File: src/hdl/sprj_project.sv
// Coordinate projection pipeline: offset times depth times reciprocal focal length, rounded
`default_nettype none
module sprj_project #(
    parameter int COORD_BITS = 12
) (
    input  wire logic                  clk,
    input  wire logic                  en,
    input  wire logic [COORD_BITS-1:0] pos,
    input  wire logic [15:0]           center,
    input  wire logic [15:0]           depth,
    input  wire logic [24:0]           inv,
    output logic [31:0]                coord
);
    localparam int F = 16 - COORD_BITS;

    // Stage 1: offset magnitude and sign
    logic [16:0] off;
    logic        neg_reg;
    logic [15:0] mag_reg;
    logic [15:0] depth_reg;
    logic [24:0] inv_reg;
    // Stage 2: magnitude times depth
    logic        neg2_reg;
    logic [31:0] md_reg;
    logic [24:0] inv2_reg;
    // Stage 3: split product with inverse, low and high halves of md
    logic        neg3_reg;
    logic [40:0] plo_reg;
    logic [40:0] phi_reg;
    // Final stage: rounded result
    logic [56:0] prod;
    logic [56:0] rnd;
    logic [31:0] mag_out;

    assign off = {1'b0, pos, {F{1'b0}}} - {1'b0, center};

    always_ff @(posedge clk)
    begin
        if (en)
        begin
            neg_reg   <= off[16];
            mag_reg   <= off[16] ? 16'(-off) : off[15:0];
            depth_reg <= depth;
            inv_reg   <= inv;
            neg2_reg  <= neg_reg;
            md_reg    <= 32'(mag_reg) * 32'(depth_reg);
            inv2_reg  <= inv_reg;
            neg3_reg  <= neg2_reg;
            plo_reg   <= 41'(md_reg[15:0]) * 41'(inv2_reg);
            phi_reg   <= 41'(md_reg[31:16]) * 41'(inv2_reg);
            coord     <= neg3_reg ? 32'(-{1'b0, mag_out}) : mag_out;
        end
    end

    // Combine partial products and round half away from zero
    assign prod    = {phi_reg[40:0], 16'd0} + {16'd0, plo_reg};
    assign rnd     = prod + (57'd1 << (F + 23));
    assign mag_out = 32'(rnd >> (F + 24));
endmodule
`default_nettype wire

File: config.mk
export PLATFORM = sky130hd
export DESIGN_NAME = sprj_project
export DESIGN_NICKNAME = d
export VERILOG_FILES = /design/src/hdl/sprj_project.sv
export SDC_FILE = /design/constraint.sdc
export NUM_CORES = 2
export LEC_CHECK = 0
export ABC_AREA = 1
export BUFFER_PORTS_ARGS = -buffer_cell sky130_fd_sc_hd__buf_2
export CORE_ASPECT_RATIO = 0.7
export CORE_UTILIZATION = 60
export DETAILED_ROUTE_END_ITERATION = 6
export PLACE_DENSITY = 0.77
export RECOVER_POWER = 50
export SLEW_MARGIN = 5
export SYNTH_ARGS = -nofsm -noshare
export SYNTH_HDL_FRONTEND = slang
export SYNTH_SLANG_ARGS = --single-unit
File: constraint.sdc
create_clock -name clk -period 12.73 [get_ports clk]
set_clock_uncertainty 0.1 [all_clocks]
set_input_delay 1.9095 -clock clk [delete_from_list [all_inputs] [get_ports clk]]
set_output_delay 1.9095 -clock clk [all_outputs]
set_load 0.005 [all_outputs]
Word level (Yosys, flattened, before mapping)

Index checks and enable logic that the tools add are counted.

Register bits: 231
Latch bits: 0
RAM bits: 0
Bits in read-only memories: 0
Logic and storage cells: 22
Memories: 0

$add $sub $neg: 5
Multiply operators: 3
Divide/modulo/power cells: 0
$lt $le $gt $ge: 0
Eq/ne operators: 0
Shift-type cells: 0
Multiplexer cells: 2
Bitwise operators: 0
Reduce and logical (&&, ||, !) cells: 0

Operators by type and width:

| cell                                                              | count |
|---|---|
| 16-bit by 25-bit multiplier with 41-bit output                    | 2 |
| 57-bit by 28-bit adder with 57-bit output (second input constant) | 1 |
| 57-bit by 41-bit adder with 57-bit output                         | 1 |
| 16-bit by 16-bit multiplier with 32-bit output                    | 1 |
| 29-bit negator with 32-bit output                                 | 1 |
| 29-bit two-way mux                                                | 1 |
| 16-bit by 16-bit subtractor with 17-bit output                    | 1 |
| 16-bit two-way mux                                                | 1 |
| 16-bit negator                                                    | 1 |

Longest topological paths before layout

Depth after elaboration: 4
Mapped depth: 30
Depth with buffers taken out: 28

Worst setup path before layout

No wires, ideal clock.

Path type: register -> register
Start: register mag_reg[10]
End: register md_reg[28] (data pin)
Library setup time: 0.261 ns
Arrival time: 5.645 ns
Setup slack: 6.724 ns
Stages on the path, launching flop included: 23
Path buffers: 2
Cells stage by stage: edfxtp_1 > clkbuf_1 > clkbuf_1 > nand2_1 > fa_1 > inv_1 > fa_1 > inv_1 > fa_1 > fa_1 > fa_1 > fa_1 > inv_1 > ha_1 > a21o_1 > or2_2 > o21bai_1 > inv_1 > a21oi_1 > o21ai_0 > nand2_1 > nand2_1 > xor2_1

Cells in the longest elaborated chain, start to end: 1

RTL lines:

| what                                           | RTL line | RTL |
|---|---|---|
| start: declaration                             | 19       | `logic [15:0] mag_reg;` |
| start signal: assignment                       | 42       | `mag_reg <= off[16] ? 16'(-off) : off[15:0];` |
| 16-bit by 16-bit multiplier with 32-bit output | 46       | `md_reg <= 32'(mag_reg) * 32'(depth_reg);` |
| end signal: assignment                         | 46       |  |
| end: declaration                               | 24       | `logic [31:0] md_reg;` |

No other way between the ends.
A chain may end at the register's enable or synchronous reset.

Worst setup path after layout

Start: input en
End: register mag_reg[10] (enable)

RTL lines:

| what               | RTL line | RTL |
|---|---|---|
| start: declaration | 7        | `input wire logic en,` |

No word-level cell between the ends.

==> implementation parameters <==
Parameter                              Value

Floorplanning
  Starting density of the core ... between 60% and 70%
  Horizontal die dimension ... between 300 and 400 µm
  Core footprint ... between 70000 and 80000 µm²
  Die area ... 78200 µm²
  Rows ... 84
  Vertical die dimension ... about 230 µm
  I/O pins ... a little over 100

Synthesis
  Post-synthesis sequential area ratio ... around 14%
  Syn Inst Count ... about 5800
  Synth Net Count ... approximately 7000
  Library cell with the largest summed area after synthesis ... sky130_fd_sc_hd__fa_1
  Number of enable-type register cells in the synthesized netlist ... around 220
  Synth area leaders ... sky130_fd_sc_hd__fa_1, sky130_fd_sc_hd__edfxtp_1, sky130_fd_sc_hd__inv_1
  Cell area after technology mapping ... 46300 µm²
  Post-synthesis register bit count ... ~220
  Async SR Flop Fraction ... 0%
  Post-synth top flop ... sky130_fd_sc_hd__edfxtp_1
  Mean instance size in the synthesized netlist ... between 7 and 8 µm²
  Proportion of netlist area held by the largest area contributor ... between 30% and 40%
  Distinct cell type count of the synthesized netlist ... 56
  Count of warnings emitted by yosys ... 0

STA
  Final count of negative-setup-slack endpoints ... 0
  Transition time at the pin with the least slew margin ... about 5.4 ns
  Minimum setup slack in the final design ... about 3 ns
  Slew margin rel. ... -263%
  Fmax ... about 100 MHz
  Final worst path period share ... 76.5%
  Final max-slew violation count ... 186
  RSZ-0062 raised after global routing ... false
  Setup Total Neg Slack ... 0 ns
  Hold violation count in the final report ... 0
  Final Critical Period ... roughly 9.7 ns

Critical path
  WP data required ... 12.87 ns
  Worst reg2reg setup slack ... about 4.8 ns
  Arr. time, crit path ... between 9 and 10 ns
  Kind of start point of the critical path ... input port
  Type of the worst setup path ... in -> reg
  Reg2Reg Launch Point ... inv2_reg[0]
  Reg-to-reg endpoint ... phi_reg[34]
  Capturing element type of the critical path ... flop
  Number of cells traversed by the worst register-to-register path ... 21
  Maximum fanout along the worst path ... 86

Clock tree
  Largest buffer count on any clock path ... 3
  Root buf cell ... sky130_fd_sc_hd__clkbuf_16
  TritonCTS clock tree ... yes
  Number of buffers inserted during clock tree synthesis ... 28
  Number of hold-repair buffers added at the cts stage ... 0
  Deepest level of the CTS H-tree ... 1
  Clock Sink Count ... 215
  Clock insertion delay at the later pin of the skew report ... roughly 0.64 ns
  Post-CTS clock slew at the launch and capture registers of the worst setup and hold paths ... ~0.06 ns
  CTS-repair resized insts ... 0
  Total setup buffers inserted after CTS ... 0

Place
  Port bufs ... between 100 and 150
  Worst slack at placement ... roughly 5.7 ns
  RD Place Congestion ... 0.965
  Sum of net half-perimeters after detailed placement ... ~96 mm

Global route
  Overflow after GRT ... 0
  Global-route wire length before repair ... roughly 200 mm
  Number of antenna violations at the first check in global routing ... 0
  Total Routing Usage GR ... roughly 32%
  Largest net degree at the start of global routing ... 87
  Number of global-route vias before repair ... 38100

Cells and area
  Top library cells by usage in the layout, fill and taps aside ... sky130_fd_sc_hd__inv_1, sky130_fd_sc_hd__nand2_1, sky130_fd_sc_hd__fa_1
  Layout Area Growth over Synthesis ... 4.37%
  Proportion of layout cells with a drive suffix above 1 ... slightly above 4%
  Max reg flops ... just over 40
  Antenna diode count ... 0
  Most common library cell in the layout ignoring fill and taps ... sky130_fd_sc_hd__inv_1
  Number of fillers in the final layout ... about 6500
  Sequential cell area ... around 6500 µm²
  Combined area of the multi-input logic cells ... roughly 33000 µm²
  Final Net Count ... 7021

Detailed routing
  Antenna Violating Nets Remaining ... 0
  First-pass iteration count of the detailed router ... 7
  Total wire length after detailed routing ... 120 mm
  Vias per cell ... roughly 5.4
  Via count ... 36700
  Post-DR wirelength/cell ... about 18 µm
  Final routed DRC violation total ... 1
  DRC violation total after the first TritonRoute iteration ... ~3700

Outcome
  Status ... finished with violations
  Failing checks ... DRC, capacitance limit, slew limit

Min path
  WHS Endpoint ... inv2_reg[19]
  Number of cells on the worst hold path ... 0
  Hold Path Origin ... inv_reg[19]
  Worst hold-check path type ... reg -> reg

Job
  Count of max-cap constraint violations ... 3
[critical path, cell delays in order]
cell and delay (ns):
sky130_fd_sc_hd__clkbuf_1 3.65, sky130_fd_sc_hd__clkbuf_1 3.06, sky130_fd_sc_hd__buf_4 1.06
[cell type report]
class,instances,area share (%)
Multi-Input combinational cell,3684,67.7
Sequential cell,215,13.4
Inverter,1658,12.9
Tap cell,989,2.56
Timing Repair Buffer,141,1.55
Clock buffer,29,1.46
Clock inverter,23,0.477
[cells by family after synthesis]
group / count (synthesis) / synth area share (%)
XOR/XNOR: 135 / 2.60
adder cells (fa/ha/maj): 1222 / 46.6
flip-flops: 215 / 14.0
buffers and inverters: 1897 / 15.4
AND/OR/NAND/NOR: 2007 / 17.5
AO/OA/AOI/OAI: 320 / 4.01
[cell usage after synthesis, drive strengths merged (3+ instances only)]
| cell | number |
|---|---|
| a21boi | 9 |
| or2 | 3 |
| ha | 389 |
| a211oi | 8 |
| o221ai | 5 |
| and3 | 5 |
| xnor2 | 48 |
| a21o | 11 |
| o21bai | 10 |
| edfxtp | 215 |
| o211ai | 3 |
| nand2 | 1645 |
| nor3 | 18 |
| o21a | 14 |
| nor2 | 188 |
| fa | 833 |
| inv | 1656 |
| o21ai | 90 |
| nand3b | 10 |
| clkbuf | 237 |
| nor4 | 3 |
| nand4 | 34 |
| a21oi | 143 |
| and2 | 3 |
| a31oi | 15 |
| nand3 | 98 |
| xor2 | 87 |
[metal layers]
| layer | routed length, µm | global-route usage, % | up-vias |
|---|---|---|---|
| met4 | 3330 | 8.21 | 4 |
| met3 | 15300 | 8.79 | 203 |
| met5 | 179 | 1.58 | - |
| met2 | 50000 | 48.0 | 1949 |
| met1 | 51600 | 46.6 | 17900 |
| li1 | - | - | 16700 |
[stage by stage]
stage	cells	hold WS [ns]	instance area (µm²)	utilization, %
after floorplan	5796	0.300	46300	-
after global placement	6687	0.302	47400	62.7
after detailed placement	6687	0.305	47400	62.7
after CTS	6739	0.320	48400	63.9
after global routing	6739	0.327	48300	63.8
final	6739	0.320	48300	63.8
[how the worst max path moves through the flow]
stage | startpoint | endpoint | cells past startpoint
2_1_floorplan | mag_reg[10] | md_reg[28] | 22
3_3_place_gp | md_reg[18] | phi_reg[34] | 20
3_5_place_dp | md_reg[18] | phi_reg[34] | 20
4_1_cts | md_reg[18] | phi_reg[34] | 20
5_1_grt | en | mag_reg[10] | 3
6_report | en | mag_reg[10] | 3
Power is not shown: default switching activity piles up to over one toggle a cycle in this logic, so the estimate is an artifact.
